[src/hdl/sfp_pkg.sv]
// Shared types, constants and helper functions of the spring force pipeline.
// Used by every module under hdl; depends on nothing else.
package sfp_pkg;

   // Configuration register indexes.
   localparam logic [2:0] CSR_RIGIDITY  = 3'd0;
   localparam logic [2:0] CSR_INT_EXC   = 3'd1;
   localparam logic [2:0] CSR_WORLD     = 3'd2;
   localparam logic [2:0] CSR_DIST_ON   = 3'd3;
   localparam logic [2:0] CSR_MAX_RATIO = 3'd4;
   localparam logic [2:0] CSR_MIN_RATIO = 3'd5;

   localparam logic [16:0] RIGIDITY_ONE = 17'd65536;
   localparam logic [15:0] MAX_RATIO_RST = 16'd512;
   localparam logic [15:0] MIN_RATIO_RST = 16'd128;

   // Square root: 33 root bits, three per stage.
   localparam int SQRT_PAIRS  = 33;
   localparam int SQRT_STEPS  = 3;
   localparam int SQRT_STAGES = (SQRT_PAIRS + SQRT_STEPS - 1) / SQRT_STEPS;

   // Unit vector division: 29 quotient bits, three per stage, after one setup stage.
   localparam int UNIT_BITS  = 28;
   localparam int QUOT_BITS  = UNIT_BITS + 1;
   localparam int DIV_STEPS  = 3;
   localparam int DIV_STAGES = 1 + (QUOT_BITS + DIV_STEPS - 1) / DIV_STEPS;

   typedef struct packed {
      logic [16:0] rigidity;
      logic        internals_exception;
      logic        world_spring;
      logic        distance_limit_on;
      logic [15:0] max_ratio;
      logic [15:0] min_ratio;
   } sfp_cfg_type;

   // Per-item control and operands that travel beside the arithmetic.
   typedef struct packed {
      logic        skip;
      logic        imode;
      logic        can_a;
      logic        can_b;
      logic        int_a;
      logic        int_b;
      logic        dx_neg;
      logic        dy_neg;
      logic [31:0] mx;
      logic [31:0] my;
      logic [30:0] rest;
   } sfp_side_type;

   // Signed saturation of a magnitude and sign to 32 bits.
   function automatic logic [31:0] sat32(logic [52:0] mag, logic neg);
      logic [31:0] res;
      if (neg) begin
         if (mag > 53'h0_8000_0000) res = 32'h8000_0000;
         else res = ~mag[31:0] + 32'd1;
      end else begin
         if (mag > 53'h0_7FFF_FFFF) res = 32'h7FFF_FFFF;
         else res = mag[31:0];
      end
      return res;
   endfunction

endpackage

[src/hdl/sfp_front.sv]
// Front end of the spring pipeline: flag decode, endpoint difference, squares
// and their sum. Depends on sfp_pkg.
module sfp_front (
   input  logic                  clock,
   input  logic                  reset,
   input  logic                  in_valid,
   output logic                  in_ready,
   input  logic signed [31:0]    a_x,
   input  logic signed [31:0]    a_y,
   input  logic signed [31:0]    b_x,
   input  logic signed [31:0]    b_y,
   input  logic [30:0]           rest_length,
   input  logic                  spring_on,
   input  logic                  spring_internal,
   input  logic [2:0]            a_flags,
   input  logic [2:0]            b_flags,
   input  logic                  both_asleep,
   input  sfp_pkg::sfp_cfg_type  cfg,
   output logic                  out_valid,
   input  logic                  out_ready,
   output logic [64:0]           out_rad,
   output sfp_pkg::sfp_side_type out_side
);

   logic v1_ff, v2_ff, v3_ff;
   logic adv1, adv2, adv3;
   sfp_pkg::sfp_side_type side1_ff, side2_ff, side3_ff, side1_in;
   logic [63:0] sqx_ff, sqy_ff;
   logic [64:0] rad_ff;
   logic signed [32:0] dx, dy;

   assign adv3 = !v3_ff || out_ready;
   assign adv2 = !v2_ff || adv3;
   assign adv1 = !v1_ff || adv2;
   assign in_ready = adv1;

   always_comb begin
      dx = {b_x[31], b_x} - {a_x[31], a_x};
      dy = {b_y[31], b_y} - {a_y[31], a_y};
      side1_in.dx_neg = dx[32];
      side1_in.dy_neg = dy[32];
      side1_in.mx     = dx[32] ? 32'(-dx) : dx[31:0];
      side1_in.my     = dy[32] ? 32'(-dy) : dy[31:0];
      side1_in.rest   = rest_length;
      side1_in.can_a  = a_flags[0] && !(cfg.world_spring && a_flags[1]);
      side1_in.can_b  = b_flags[0] && !(cfg.world_spring && b_flags[1]);
      side1_in.int_a  = a_flags[2];
      side1_in.int_b  = b_flags[2];
      side1_in.imode  = cfg.internals_exception && spring_internal;
      side1_in.skip   = !spring_on || (cfg.rigidity == 17'd0)
                        || (!side1_in.can_a && !side1_in.can_b) || both_asleep
                        || (side1_in.imode && !a_flags[2] && !b_flags[2]);
   end

   always_ff @(posedge clock) begin
      if (reset) begin
         v1_ff <= 1'b0;
         v2_ff <= 1'b0;
         v3_ff <= 1'b0;
      end else begin
         if (adv1) v1_ff <= in_valid;
         if (adv2) v2_ff <= v1_ff;
         if (adv3) v3_ff <= v2_ff;
      end
      if (adv1) side1_ff <= side1_in;
      if (adv2) begin
         side2_ff <= side1_ff;
         sqx_ff   <= 64'(side1_ff.mx) * 64'(side1_ff.mx);
         sqy_ff   <= 64'(side1_ff.my) * 64'(side1_ff.my);
      end
      if (adv3) begin
         side3_ff <= side2_ff;
         rad_ff   <= {1'b0, sqx_ff} + {1'b0, sqy_ff};
      end
   end

   assign out_valid = v3_ff;
   assign out_rad   = rad_ff;
   assign out_side  = side3_ff;

endmodule

[config.mk]
export PLATFORM = sky130hd
export DESIGN_NAME = sfp_front
export DESIGN_NICKNAME = d
export VERILOG_FILES = /design/src/hdl/sfp_pkg.sv /design/src/hdl/sfp_front.sv
export SDC_FILE = /design/constraint.sdc
export NUM_CORES = 2
export LEC_CHECK = 0
export ABC_AREA = 1
export BUFFER_PORTS_ARGS = -buffer_cell sky130_fd_sc_hd__buf_4
export CORE_AREA = 2 2 541 543
export CTS_BUF_LIST = sky130_fd_sc_hd__clkbuf_8
export DETAILED_ROUTE_END_ITERATION = 10
export DIE_AREA = 0 0 543 545
export HOLD_SLACK_MARGIN = 0.08
export PLACE_DENSITY = 0.46
export SLEW_MARGIN = 10
export SYNTH_ARGS = -nofsm -noshare
export SYNTH_HDL_FRONTEND = slang
export SYNTH_SLANG_ARGS = --single-unit
[constraint.sdc]
create_clock -name clock -period 18.5 [get_ports clock]
set_input_delay 1.85 -clock clock [delete_from_list [all_inputs] [get_ports clock]]
set_output_delay 1.85 -clock clock [all_outputs]
set_load 0.1 [all_outputs]
# [Yosys cells after proc, flatten, opt, wreduce, memory -nomap -nowiden]
# Cells that the tools add are included.
[classes] n_addsub=5 multipliers=2 mux=2 reduce_logical=26
[op_table] op="32-bit by 32-bit multiplier with 64-bit output" count=2
[op_table] op="32-bit by 32-bit subtractor with 33-bit output" count=2
[op_table] op="64-bit by 64-bit adder with 65-bit output" count=1
[op_table] op="32-bit 2-to-1 mux" count=2
[op_table] op="32-bit negation" count=2
[op_table] op="17-bit logical NOT" count=1
[op_table] op="1-bit logical NOT" count=10
[op_table] op="1-bit logical AND" count=8
[op_table] op="1-bit logical OR" count=7
[totals] register_bits=505 in_bits=224 out_inout_bits=170 elab_cells=74

# [Longest topological paths before layout]
[depth] word_depth=8 ltp_mapped=34 depth_no_buf=32

# [Worst setup path after synthesis]
# OpenSTA, ideal clock, no wires.
[synth_timing] kind="input to register" startpoint="input port out_ready" endpoint="register side2_ff[0] (netlist name) (enable)" setup_time_ns=0.577 arrival_ns=10.152 required_ns=17.923 setup_slack_ns=7.771 path_stages=4 n_path_buf=0 path_cell_list="inv_1 -> nand2_1 -> nor2_1 -> inv_1"
[synth_between] elab_chain_len=2
[synth_lines] item="start: declaration" line="sfp_front.sv:20" source="input logic out_ready,"
[synth_lines] item="1-bit logical OR" line="sfp_front.sv:32" source="assign adv3 = !v3_ff || out_ready;"
[synth_lines] item="named net adv3" line="sfp_front.sv:26" source="logic adv1, adv2, adv3;"
[synth_lines] item="1-bit logical OR" line="sfp_front.sv:33" source="assign adv2 = !v2_ff || adv3;"
[synth_lines] item="named net adv2" line="sfp_front.sv:26"
[synth_lines] item="end signal: assignment" line="sfp_front.sv:67" source="side2_ff <= side1_ff;"
[synth_lines] item="end: declaration" line="sfp_front.sv:27" source="sfp_pkg::sfp_side_type side1_ff, side2_ff, side3_ff, side1_in;"
# The timed path passes the listed nets, and every way through them passes these cells.
# A chain may end at the register's enable or synchronous reset.

# [Worst setup path in the final report]
[layout_timing] startpoint="register side1_ff[74] (netlist name)" endpoint="register sqx_ff[47] (data pin)"
[layout_between] elab_chain_len=1
[layout_lines] item="start: declaration" line="sfp_front.sv:27"
[layout_lines] item="start signal: assignment" line="sfp_front.sv:65" source="if (adv1) side1_ff <= side1_in;"
[layout_lines] item="32-bit by 32-bit multiplier with 64-bit output" line="sfp_front.sv:68" source="sqx_ff <= 64'(side1_ff.mx) * 64'(side1_ff.mx);"
[layout_lines] item="end signal: assignment" line="sfp_front.sv:68"
[layout_lines] item="end: declaration" line="sfp_front.sv:28" source="logic [63:0] sqx_ff, sqy_ff;"
# Every way passes these cells.

==> impl_metrics.csv <==
group,metric,value,unit
run_status,outcome,"completed",
floorplanning,fp-row-count,198,
clock_tree,cts.sinks,501,
clock_tree,numCtsBuffers,101,
drt,drt-total-wl,254000,um
grt,grt_pass1_wl,402000,um
floorplanning,die_y,545,um
drt,first_pass_iters,6,
sta,hold_violations,0,
drt,wl_per_cell,17.8,um
drt,via_count,62900,
hold_path,holdCritPathClass,"reg2reg",
sta,fmax,0.119,GHz
clock_tree,ctsResizeCount,0,
critical_path,r2r-start,"side1_ff[74]$_DFFE_PP_",
critical_path,r2r_cells,27,
drt,antenna_left,0,
clock_tree,clock-root-buffer,"clkbuf_8",
grt,antenna_found_initial,6,
synthesis,synth_warnings,0,
grt,overflow,0,
layout,final_cell_mix,"2943 x inv_1, 2059 x nand2_1, 1588 x fa_1, 722 x ha_1, 498 x edfxtp_1",
floorplanning,initial_utilization,0.298,
clock_tree,cts_hold_buf,0,
synthesis,seq_area_frac_synth,0.174,
critical_path,timing.rr.end,"sqx_ff[47]$_DFFE_PP_",
clock_tree,cts_tree,"done",
drt,routed_via_density,4.42,
critical_path,cp.arrival,9.00,ns
sta,finalCritPeriodShare,0.452,
placement,io_buffers,360,
grt,grt_max_degree,77,
placement,place.gp.congestion,0.892,
grt,first_global_vias,69900,
sta,rsz0062_at_grt,"false",
floorplanning,dieArea,0.296,mm^2
floorplanning,core-area,0.290,mm^2
synthesis,synth-seq-cells,501,
critical_path,ff2ff_setup_slack,10.13,ns
floorplanning,fp.dieW,543,um
critical_path,critPathLaunch,"side1_ff[74]$_DFFE_PP_",
critical_path,cp_max_fo,27,
sta,slew_violations,0,
sta,tightest_slew,1.06,ns
synthesis,synth_edf_count,498,
clock_tree,clk_pin_slew,0.05,ns
synthesis,syn_avg_cell_area,8.71,um^2
placement,place_ws,10.18,ns
hold_path,hp-start,"side2_ff[34]$_DFFE_PP_",
sta,max_slew_margin,0.291,
synthesis,syn_inst,9935,
synthesis,ys_types,54,
placement,post-dp-hpwl,208000,um
synthesis,async_flop_share,0,
sta,setup_viol,0,
layout,drive_gt1_frac,0.0667,
sta,fin_skew,0.170,ns
critical_path,worstPathRequired,19.13,ns
grt,globalRouteTotalUtil,0.176,
layout,final_common_cell,"inv_1",
critical_path,worstSetupEndpointType,"flop",
synthesis,synth_nets,12500,
sta,fin_ws,10.13,ns
layout,area_delta_synth_final,10.8,%
synthesis,synthesis.area,0.0865,mm^2
clock_tree,htreeDepth,3,
clock_tree,worstSkewPairLatency,1.02,ns
layout,fin_nets,12800,
critical_path,worst_setup_path_start_kind,"flop",
critical_path,critical_path_class,"reg2reg",
hold_path,whs_path_depth,0,
hold_path,whs_endpoint,"out_side[34]$_DFFE_PP_",
drt,first_iter_violations,3409,
flow_run,drv_cap,0,
sta,finalCriticalPeriod,8.37,ns
drt,drc_errors,0,
synthesis,synth_ff_type,"edfxtp_1",
sta,fin_setup_tns,0,ns
floorplanning,io_pins,394,
clock_tree,clock_path_buffers,4,
clock_tree,cts_setup_buffers,0,
[logic make-up (layout without fill, tap and decap cells)]
family,after synthesis,after routing,share of synthesized area
buf+inv,3148,3549,0.137
other cells,0,2,0
compound gates,722,722,0.0482
simple gates,2940,2940,0.138
fa+ha+maj,2310,2310,0.472
flops,501,501,0.174
xor+xnor,314,314,0.0320
[state kept, by name, indices dropped and copies added (netlist names)]
| register | count |
|---|---|
| side2_ff | 103 |
| out_side | 103 |
| v2_ff | 1 |
| sqy_ff | 62 |
| sqx_ff | 62 |
| out_rad | 65 |
| v1_ff | 1 |
| side1_ff | 103 |
| out_valid | 1 |
[metal layers]
metal | track usage | vias up | wire length (um)
li1 | - | 30000 | -
met1 | 0.237 | 31300 | 115000
met2 | 0.294 | 1295 | 119000
met3 | 0.0226 | 303 | 11700
met4 | 0.0540 | 4 | 7920
met5 | 0 | - | 27
[worst max-delay path: stages, from the launching register on]
cell and delay [ns]:
edfxtp_1 0.66, buf_4 0.48, nand2_1 0.15, fa_1 0.68
inv_1 0.09, fa_1 0.48, fa_1 0.52, inv_1 0.05
fa_1 0.48, inv_1 0.05, fa_1 0.49, inv_1 0.05
fa_1 0.53, inv_1 0.05, fa_1 0.49, fa_1 0.42
ha_1 0.36, a21oi_1 0.20, o21ai_0 0.13, a21oi_1 0.15
nand2_1 0.07, a21oi_1 0.54, o21ai_0 0.39, nand2_1 0.14
nand2_1 0.09, nand2_1 0.08, nand2_1 0.05, xor2_1 0.14
[synth_stat cells (6+ instances only)]
cell,instances,area (um^2)
or2_2,9,56.3
a21o_1,42,315
nand2_1,2061,7740
o31ai_1,6,45.0
a21oi_1,318,1590
nand3_2,11,110
a31o_2,12,105
edfxtp_1,498,15000
nand4_1,36,225
a21boi_0,13,97.6
inv_2,11,41.3
o21ai_0,181,906
buf_1,22,82.6
nand2_2,30,188
o21a_1,16,120
nor3_1,42,210
o21bai_1,48,360
inv_1,2923,11000
nor4_1,17,106
nor2_2,14,87.6
nand3b_1,10,75.1
a21oi_2,7,61.3
ha_1,722,9030
xnor2_1,84,736
a31oi_1,43,269
nor2_4,8,90.1
o211ai_1,12,90.1
nand3_1,215,1080
nor2_1,469,1760
fa_1,1588,31800
xor2_1,229,2010
clkbuf_1,183,687
[cell type report]
type | count | area (um^2)
multi-input cells | 6286 | 59700
fillers | 30600 | 194000
flip-flops and latches | 501 | 15000
diodes | 2 | 5.00
repair buffers | 433 | 3250
inverters | 2936 | 11000
clock inverters | 78 | 647
well taps | 3900 | 4880
clock buffers | 102 | 1400
[worst max-delay path by stage]
stage	to	cells after the start	slack, ns
after floorplan	side2_ff[0]$_DFFE_PP_	4	7.77
after global placement	sqx_ff[47]$_DFFE_PP_	27	10.18
after detailed placement	sqx_ff[47]$_DFFE_PP_	27	10.18
after CTS	sqx_ff[47]$_DFFE_PP_	27	10.16
after global routing	sqx_ff[47]$_DFFE_PP_	27	9.63
final	sqx_ff[47]$_DFFE_PP_	27	10.13
[stage by stage]
stage / hold WS, ns / instance area, um^2 / cells / utilization
2_1_floorplan: 0.400 / 86500 / 9935 / -
3_3_place_gp: 0.401 / 93800 / 14100 / 0.324
3_5_place_dp: 0.405 / 93800 / 14100 / 0.324
4_1_cts: 0.311 / 95900 / 14200 / 0.331
5_1_grt: 0.323 / 95900 / 14200 / 0.331
6_report: 0.325 / 95900 / 14200 / 0.331
Power is left out: the tool's default activity adds up to more than one toggle a clock period on the data nets, which glitch-free logic cannot reach.
