**config.mk**
```make
export PLATFORM = sky130hd
export DESIGN_NAME = sfp_sqrt
export DESIGN_NICKNAME = d
export VERILOG_FILES = /design/src/hdl/sfp_pkg.sv /design/src/hdl/sfp_sqrt.sv
export SDC_FILE = /design/constraint.sdc
export NUM_CORES = 2
export LEC_CHECK = 0
export BUFFER_PORTS_ARGS = -buffer_cell sky130_fd_sc_hd__buf_2
export CAP_MARGIN = 20
export CELL_PAD_IN_SITES_DETAIL_PLACEMENT = 2
export CELL_PAD_IN_SITES_GLOBAL_PLACEMENT = 2
export CORE_ASPECT_RATIO = 1.25
export CORE_MARGIN = 3
export CORE_UTILIZATION = 40
export CTS_CLUSTER_SIZE = 16
export DETAILED_ROUTE_END_ITERATION = 10
export HOLD_SLACK_MARGIN = 0.15
export PLACE_DENSITY_LB_ADDON = 0.08
export SYNTH_ARGS = -nofsm -noshare
export SYNTH_HDL_FRONTEND = slang
export SYNTH_SLANG_ARGS = --single-unit
```
**constraint.sdc**
```tcl
create_clock -name clock -period 33.9 [get_ports clock]
set_input_delay 5.085 -clock clock [delete_from_list [all_inputs] [get_ports clock]]
set_output_delay 5.085 -clock clock [all_outputs]
set_load 0.03 [all_outputs]
```
**src/hdl/sfp_pkg.sv**
```systemverilog
// Shared types, constants and helper functions of the spring force pipeline.
// Used by every module under hdl; depends on nothing else.
package sfp_pkg;

   // Configuration register indexes.
   localparam logic [2:0] CSR_RIGIDITY  = 3'd0;
   localparam logic [2:0] CSR_INT_EXC   = 3'd1;
   localparam logic [2:0] CSR_WORLD     = 3'd2;
   localparam logic [2:0] CSR_DIST_ON   = 3'd3;
   localparam logic [2:0] CSR_MAX_RATIO = 3'd4;
   localparam logic [2:0] CSR_MIN_RATIO = 3'd5;

   localparam logic [16:0] RIGIDITY_ONE = 17'd65536;
   localparam logic [15:0] MAX_RATIO_RST = 16'd512;
   localparam logic [15:0] MIN_RATIO_RST = 16'd128;

   // Square root: 33 root bits, three per stage.
   localparam int SQRT_PAIRS  = 33;
   localparam int SQRT_STEPS  = 3;
   localparam int SQRT_STAGES = (SQRT_PAIRS + SQRT_STEPS - 1) / SQRT_STEPS;

   // Unit vector division: 29 quotient bits, three per stage, after one setup stage.
   localparam int UNIT_BITS  = 28;
   localparam int QUOT_BITS  = UNIT_BITS + 1;
   localparam int DIV_STEPS  = 3;
   localparam int DIV_STAGES = 1 + (QUOT_BITS + DIV_STEPS - 1) / DIV_STEPS;

   typedef struct packed {
      logic [16:0] rigidity;
      logic        internals_exception;
      logic        world_spring;
      logic        distance_limit_on;
      logic [15:0] max_ratio;
      logic [15:0] min_ratio;
   } sfp_cfg_type;

   // Per-item control and operands that travel beside the arithmetic.
   typedef struct packed {
      logic        skip;
      logic        imode;
      logic        can_a;
      logic        can_b;
      logic        int_a;
      logic        int_b;
      logic        dx_neg;
      logic        dy_neg;
      logic [31:0] mx;
      logic [31:0] my;
      logic [30:0] rest;
   } sfp_side_type;

   // Signed saturation of a magnitude and sign to 32 bits.
   function automatic logic [31:0] sat32(logic [52:0] mag, logic neg);
      logic [31:0] res;
      if (neg) begin
         if (mag > 53'h0_8000_0000) res = 32'h8000_0000;
         else res = ~mag[31:0] + 32'd1;
      end else begin
         if (mag > 53'h0_7FFF_FFFF) res = 32'h7FFF_FFFF;
         else res = mag[31:0];
      end
      return res;
   endfunction

endpackage

```
**src/hdl/sfp_sqrt.sv**
```systemverilog
// Pipelined digit-by-digit integer square root of the squared distance.
// Depends on sfp_pkg.
module sfp_sqrt (
   input  logic                  clock,
   input  logic                  reset,
   input  logic                  in_valid,
   output logic                  in_ready,
   input  logic [64:0]           in_rad,
   input  sfp_pkg::sfp_side_type in_side,
   output logic                  out_valid,
   input  logic                  out_ready,
   output logic [32:0]           out_root,
   output sfp_pkg::sfp_side_type out_side
);

   localparam int Stages = sfp_pkg::SQRT_STAGES;
   localparam int Steps  = sfp_pkg::SQRT_STEPS;
   localparam int Pairs  = sfp_pkg::SQRT_PAIRS;

   logic [35:0]           rem_ff  [Stages];
   logic [32:0]           root_ff [Stages];
   logic [65:0]           rad_ff  [Stages];
   sfp_pkg::sfp_side_type side_ff [Stages];
   logic                  v_ff    [Stages];
   logic                  adv     [Stages];

   always_comb begin
      adv[Stages-1] = !v_ff[Stages-1] || out_ready;
      for (int s = Stages - 2; s >= 0; s--) adv[s] = !v_ff[s] || adv[s+1];
   end

   assign in_ready = adv[0];

   for (genvar s = 0; s < Stages; s++) begin : g_stage
      logic [35:0]           rem_prev, rem_in;
      logic [32:0]           root_prev, root_in;
      logic [65:0]           rad_prev;
      sfp_pkg::sfp_side_type side_prev;
      logic                  v_prev;

      if (s == 0) begin : g_first
         assign rem_prev  = '0;
         assign root_prev = '0;
         assign rad_prev  = {1'b0, in_rad};
         assign side_prev = in_side;
         assign v_prev    = in_valid;
      end else begin : g_next
         assign rem_prev  = rem_ff[s-1];
         assign root_prev = root_ff[s-1];
         assign rad_prev  = rad_ff[s-1];
         assign side_prev = side_ff[s-1];
         assign v_prev    = v_ff[s-1];
      end

      // Each step brings down one bit pair and tries the next root bit.
      always_comb begin
         logic [35:0] trial;
         int pidx;
         rem_in  = rem_prev;
         root_in = root_prev;
         for (int j = 0; j < Steps; j++) begin
            pidx = Pairs - 1 - (s * Steps + j);
            if (pidx >= 0) begin
               rem_in = {rem_in[33:0], rad_prev[2*pidx +: 2]};
               trial  = {1'b0, root_in, 2'b01};
               if (rem_in >= trial) begin
                  rem_in  = rem_in - trial;
                  root_in = {root_in[31:0], 1'b1};
               end else begin
                  root_in = {root_in[31:0], 1'b0};
               end
            end
         end
      end

      always_ff @(posedge clock) begin
         if (reset) v_ff[s] <= 1'b0;
         else if (adv[s]) v_ff[s] <= v_prev;
         if (adv[s]) begin
            rem_ff[s]  <= rem_in;
            root_ff[s] <= root_in;
            rad_ff[s]  <= rad_prev;
            side_ff[s] <= side_prev;
         end
      end
   end

   assign out_valid = v_ff[Stages-1];
   assign out_root  = root_ff[Stages-1];
   assign out_side  = side_ff[Stages-1];

endmodule

```
**After elaboration in Yosys (flattened, before gate mapping)**

Memories as Yosys holds them, arrays and structs flattened.
Cells that the tools add are included.
Widths: inputs -> output; s select.

- Flip-flop bits (word level): 0
- Memory bits (writable): 2629
- Input bits: 172
- Output and inout bits: 138
- Word-level logic and storage cells: 227
- Memories kept: 5

- Add/subtract/negate cells: 33
- $lt $le $gt $ge: 33
- Muxes and demuxes: 123
- Bitwise operators: 11
- Reductions and logical operators: 22

Memory list:

| memory | words | bits a word | rd ports | clocked after memory_dff | wr ports | line | text |
|---|---|---|---|---|---|---|---|
| side_ff | 11 | 103 | 11 | 0 | 11 | sfp_sqrt.sv:23 | `sfp_pkg::sfp_side_type side_ff [Stages];` |
| rad_ff | 11 | 66 | 10 | 0 | 11 | sfp_sqrt.sv:22 | `logic [65:0] rad_ff [Stages];` |
| rem_ff | 11 | 36 | 10 | 0 | 11 | sfp_sqrt.sv:20 | `logic [35:0] rem_ff [Stages];` |
| root_ff | 11 | 33 | 11 | 0 | 11 | sfp_sqrt.sv:21 | `logic [32:0] root_ff [Stages];` |
| v_ff | 11 | 1 | 11 | 0 | 11 | sfp_sqrt.sv:24 | `logic v_ff [Stages];` |

Operators by type and width:

| operator | count |
|---|---|
| $ge 36x35->1 | 30 |
| $mux 34 | 22 |
| $sub 34x34->34 | 20 |
| $mux 36 | 11 |
| $sub 36x35->36 | 10 |
| $mux 1 | 90 |
| $ge 36x3->1 | 1 |
| $ge 36x4->1 | 1 |
| $sub 36x4->36 | 1 |
| $sub 34x3->34 | 1 |
| $logic_not 1->1 | 11 |
| $logic_or 1x1->1 | 11 |
| $or 1x1->1 | 11 |
| $sub 1x1->2 const B | 1 |
| $ge 1x1->1 const B | 1 |

**Logic depth before layout (Yosys ltp)**

An unclocked memory read counts as a cell.

- Word-level depth: 17
- Depth in mapped cells: 45
- Depth with buffers taken out: 43

**Worst setup path before layout**

No wires, ideal clock.

- Kind: input -> output
- Start: input out_ready
- End: output in_ready
- Data arrival time: 21.347 ns
- Data required time: 28.815 ns
- Path slack: 7.468 ns
- Cell stages on the path: 8
- Buffers on the path: 0
- Cells stage by stage: nor2b_1 > and3_1 > and2_1 > nand3_1 > nor2_1 > nand3_1 > nor2_1 > nand2_1

RTL lines:

| what | line | text |
|---|---|---|
| from (decl) | sfp_sqrt.sv:11 | `input logic out_ready,` |
| to (decl) | sfp_sqrt.sv:7 | `output logic in_ready,` |

==> implementation parameters <==
Parameter                              Value

Route
  Remaining DRCs ... 0
  Starting DRT DRC Count ... 6638
  Wire length reported by the detailed router ... 464 mm
  Number of nets with antenna violations after detailed routing ... 0
  First-pass iteration count of the detailed router ... 6
  Via count ... 82203
  Number of vias per cell after detailed routing ... 6.16
  Per-cell routed wire length ... 34.7 µm

Critical path
  Launch point of the worst reg-to-reg path ... root_ff[8][1]$_DFFE_PP_
  Data arrival time of the worst path ... 10.62 ns
  CP Class ... input port to output pin
  Logic depth of the worst register-to-register path ... 40
  Slowest cell delay on critical path ... 0.84 ns
  Worst reg2reg endpoint ... rem_ff[9][3]$_DFFE_PP_
  Setup slack on the worst flop-to-flop path ... 20.81 ns
  Category of the worst setup path capture point ... output pin
  Critical path startpoint category ... input port
  Data required time of the critical path ... 28.81 ns
  Highest fanout seen on the critical path ... 37
  Worst-path cell chain ... buf_2 -> nor2b_1 -> and3_1 -> and2_1 -> nand3_4 -> nor2_1 -> nand3_4 -> buf_16 -> nor2_1 -> nand2_4 -> buf_2
  Slowest CP cell ... sky130_fd_sc_hd__nor2_1

Logic synthesis
  Post-synthesis async set-or-reset flop share ... 0%
  Complex-gate fraction of the synthesized area ... 13.5%
  Xor/xnor share of the synthesized area ... 6.55%
  Gate Count Post-Synth ... 9255
  Largest family of logic cells by synthesized area ... compound AO/OA/AOI/OAI gates
  Average instance area after synthesis ... 11.6 µm²
  Proportion of synthesized chip area in sequential cells ... 56.2%
  Most common flop cell mapped by yosys ... sky130_fd_sc_hd__edfxtp_1
  Fraction of the mapped netlist area in adder cells ... 6.88%
  Multiplexer fraction of the synthesized cell area ... 1.45%
  Post-synthesis simple-gate area fraction ... 13.1%
  Largest cells by area after synthesis ... sky130_fd_sc_hd__edfxtp_1 (56%), sky130_fd_sc_hd__ha_1 (6.9%), sky130_fd_sc_hd__xnor2_1 (4.0%), sky130_fd_sc_hd__a21oi_1 (3.3%), sky130_fd_sc_hd__nand2_1 (2.5%)
  Post-synth top area share ... 56.2%
  Top cell type by total area after synthesis ... sky130_fd_sc_hd__edfxtp_1
  Flop and latch count out of synthesis ... 2008
  Number of warning messages in the yosys log ... 0
  Synth Cell Area ... 107000 µm²
  Post-Synthesis Net Count ... 10017
  Number of different library cells in the post-synthesis netlist ... 103
  Number of enable flip-flop cells after synthesis ... 2008

Timing
  Minimum clock period ... 15.70 ns
  Number of endpoints with negative hold slack in the final report ... 0
  Setup-failing EPs final ... 0
  Relative slew margins ... 18.3%
  Max Freq ... 63.7 MHz
  Worst clock skew on the final layout ... 0.0775 ns
  Transition at the pin with the smallest max-transition slack ... 1.23 ns
  Period utilisation layout ... 46.3%
  Setup repair after global routing missed its margin ... false
  Final Max Tran Viols ... 0
  Sum of negative setup slack ... 0 ns

Min path
  Worst hold path depth ... 0
  Hold endpoint ... side_ff[7][77]$_DFFE_PP_
  Hold Path Class ... register to register
  HP Start ... side_ff[6][77]$_DFFE_PP_

Job
  Number of maximum-capacitance constraint violations ... 0

Floorplan
  Boundary Pins ... 310
  Die height ... 585 µm
  Placement Rows ... 211
  Die Outline Area ... 274000 µm²
  Starting density of the core ... 40.4%
  Die width ... 469 µm
  Core Region ... 266000 µm²

Power
  PD cells ... 73.5 nW/µm²
  Total power of the final layout ... 8.84 mW
  Leakage component of the power ... 48.1 nW
  Worst IR Drop VDD ... 0.0000466 V

CTS
  Number of resized instances in the post-cts repair step ... 0
  Number of setup buffers added after CTS ... 0
  Number of buffers on the longest clock path ... 4
  Clock Latency Late Sink ... 0.91 ns
  Number of buffers inserted during clock tree synthesis ... 213
  Depth of the CTS H-tree ... 4
  Clock transition at the register clock pins on the worst setup and hold paths after CTS ... 0.06 ns
  Hold-fix buffers at CTS ... 0
  Sink Count ... 2008
  TritonCTS clock tree ... built
  Root buffer cell ... sky130_fd_sc_hd__clkbuf_16

Global routing
  Initial antenna violation count ... 69
  Overall overflow remaining after global route ... 0
  Pin count of the biggest net entering global routing ... 142
  Number of global-route vias before repair ... 88688
  Total global routing track utilization ... 33.2%
  Global-route wire length before repair ... 660 mm

Final layout
  Synth-to-layout area growth ... 12.2%
  Filler-free cell count of the finished design ... 13352
  Net count of the finished layout ... 10400
  Fraction of final layout cells with drive strength greater than 1 ... 9.77%

Placement
  Quantity of I/O buffers inserted on ports ... 309
  Global placer's final weighted congestion ... 0.899
  Cells after DPL ... 12930
  Detailed Place HPWL ... 339 mm

Outcome
  Status ... finished clean
-- layout by cell type (no fill, tap or decap), drive strengths merged, types with 45 or more instances in the layout --
cell type and count:
a211oi 72, a21o 272, a21oi 706, a31oi 71, and2 66, and3 79, buf 388, clkbuf 241
clkinv 87, edfxtp 2008, ha 590, inv 451, mux2 109, nand2 721, nand2b 106, nand3 231
nand4 145, nor2 656, nor2b 93, nor3 213, nor4 106, o211ai 45, o21a 97, o21ai 517
o21bai 71, o31ai 60, or2 58, or3 92, or4 49, xnor2 493, xor2 308
-- power by group --
part	total (mW)	internal [mW]	switching (mW)
sequential	3.38	3.06	0.319
combinational	2.97	1.03	1.94
clock	2.49	1.39	1.10
-- final cells by class --
class	instances	area (µm²)
inverters	438	1680
flip-flops and latches	2008	60300
multi-input cells	6588	44500
repair buffers	389	2260
diodes	36	90.1
well taps	3514	4400
clock buffers	240	5450
clock inverters	139	1590
fillers	27055	145000
-- worst max-delay path by stage --
stage,startpoint,end,slack [ns],cells past startpoint
2_1_floorplan,out_ready,in_ready,7.47,8
3_5_place_dp,out_ready,in_ready,17.21,10
3_3_place_gp,out_ready,in_ready,17.79,10
6_report,out_ready,in_ready,18.20,11
4_1_cts,out_ready,in_ready,17.09,10
5_1_grt,out_ready,in_ready,17.88,11
-- metal layers --
layer / GRT usage [%] / wire [µm]
met4: 23.3 / 39200
met5: 0 / 220
met2: 59.3 / 237000
met1: 35.8 / 165000
met3: 5.11 / 22500
-- registers in the layout, indices dropped and copies added, names as in the netlist --
register,count
v_ff,11
side_ff,1133
rad_ff,338
root_ff,190
rem_ff,336
-- cell usage after synthesis, types with 69 or more instances --
cell type,instances
sky130_fd_sc_hd__o21ai_0,509
sky130_fd_sc_hd__a211oi_1,69
sky130_fd_sc_hd__mux2_2,109
sky130_fd_sc_hd__nand4_1,145
sky130_fd_sc_hd__xor2_1,308
sky130_fd_sc_hd__nor3_1,211
sky130_fd_sc_hd__o21bai_1,71
sky130_fd_sc_hd__nand2_1,721
sky130_fd_sc_hd__nor4_1,100
sky130_fd_sc_hd__a21o_1,272
sky130_fd_sc_hd__ha_1,590
sky130_fd_sc_hd__nor2_1,656
sky130_fd_sc_hd__xnor2_1,492
sky130_fd_sc_hd__nand3_1,231
sky130_fd_sc_hd__clkbuf_1,168
sky130_fd_sc_hd__o21a_1,97
sky130_fd_sc_hd__inv_1,428
sky130_fd_sc_hd__a21oi_1,706
sky130_fd_sc_hd__a31oi_1,71
sky130_fd_sc_hd__or3_1,92
sky130_fd_sc_hd__nand2b_1,106
sky130_fd_sc_hd__and3_1,79
sky130_fd_sc_hd__edfxtp_1,2008
sky130_fd_sc_hd__nor2b_1,92
-- stage by stage --
step	hold WS [ns]	worst slack, ns	area [µm²]	util [%]
floorplan	0.400	7.47	107000	-
detailed placement	0.405	17.21	113000	42.6
CTS	0.381	17.09	120000	45.2
global route	0.383	17.88	120000	45.3
finish	0.387	18.20	120000	45.3
global placement	0.400	17.79	113000	42.6
-- critical path, delay by kind of cell --
family	cells	cell delay, ns
buffers and inverters	3	0.89
AND/OR/NAND/NOR	8	4.59
-- cells by family after synthesis --
group | after synthesis
XOR/XNOR | 801
multiplexers | 142
flip-flops | 2008
AO/OA/AOI/OAI | 2266
adder cells (fa/ha/maj) | 590
buffers and inverters | 659
AND/OR/NAND/NOR | 2789
Note: power is estimated with default switching activity, not from simulation.
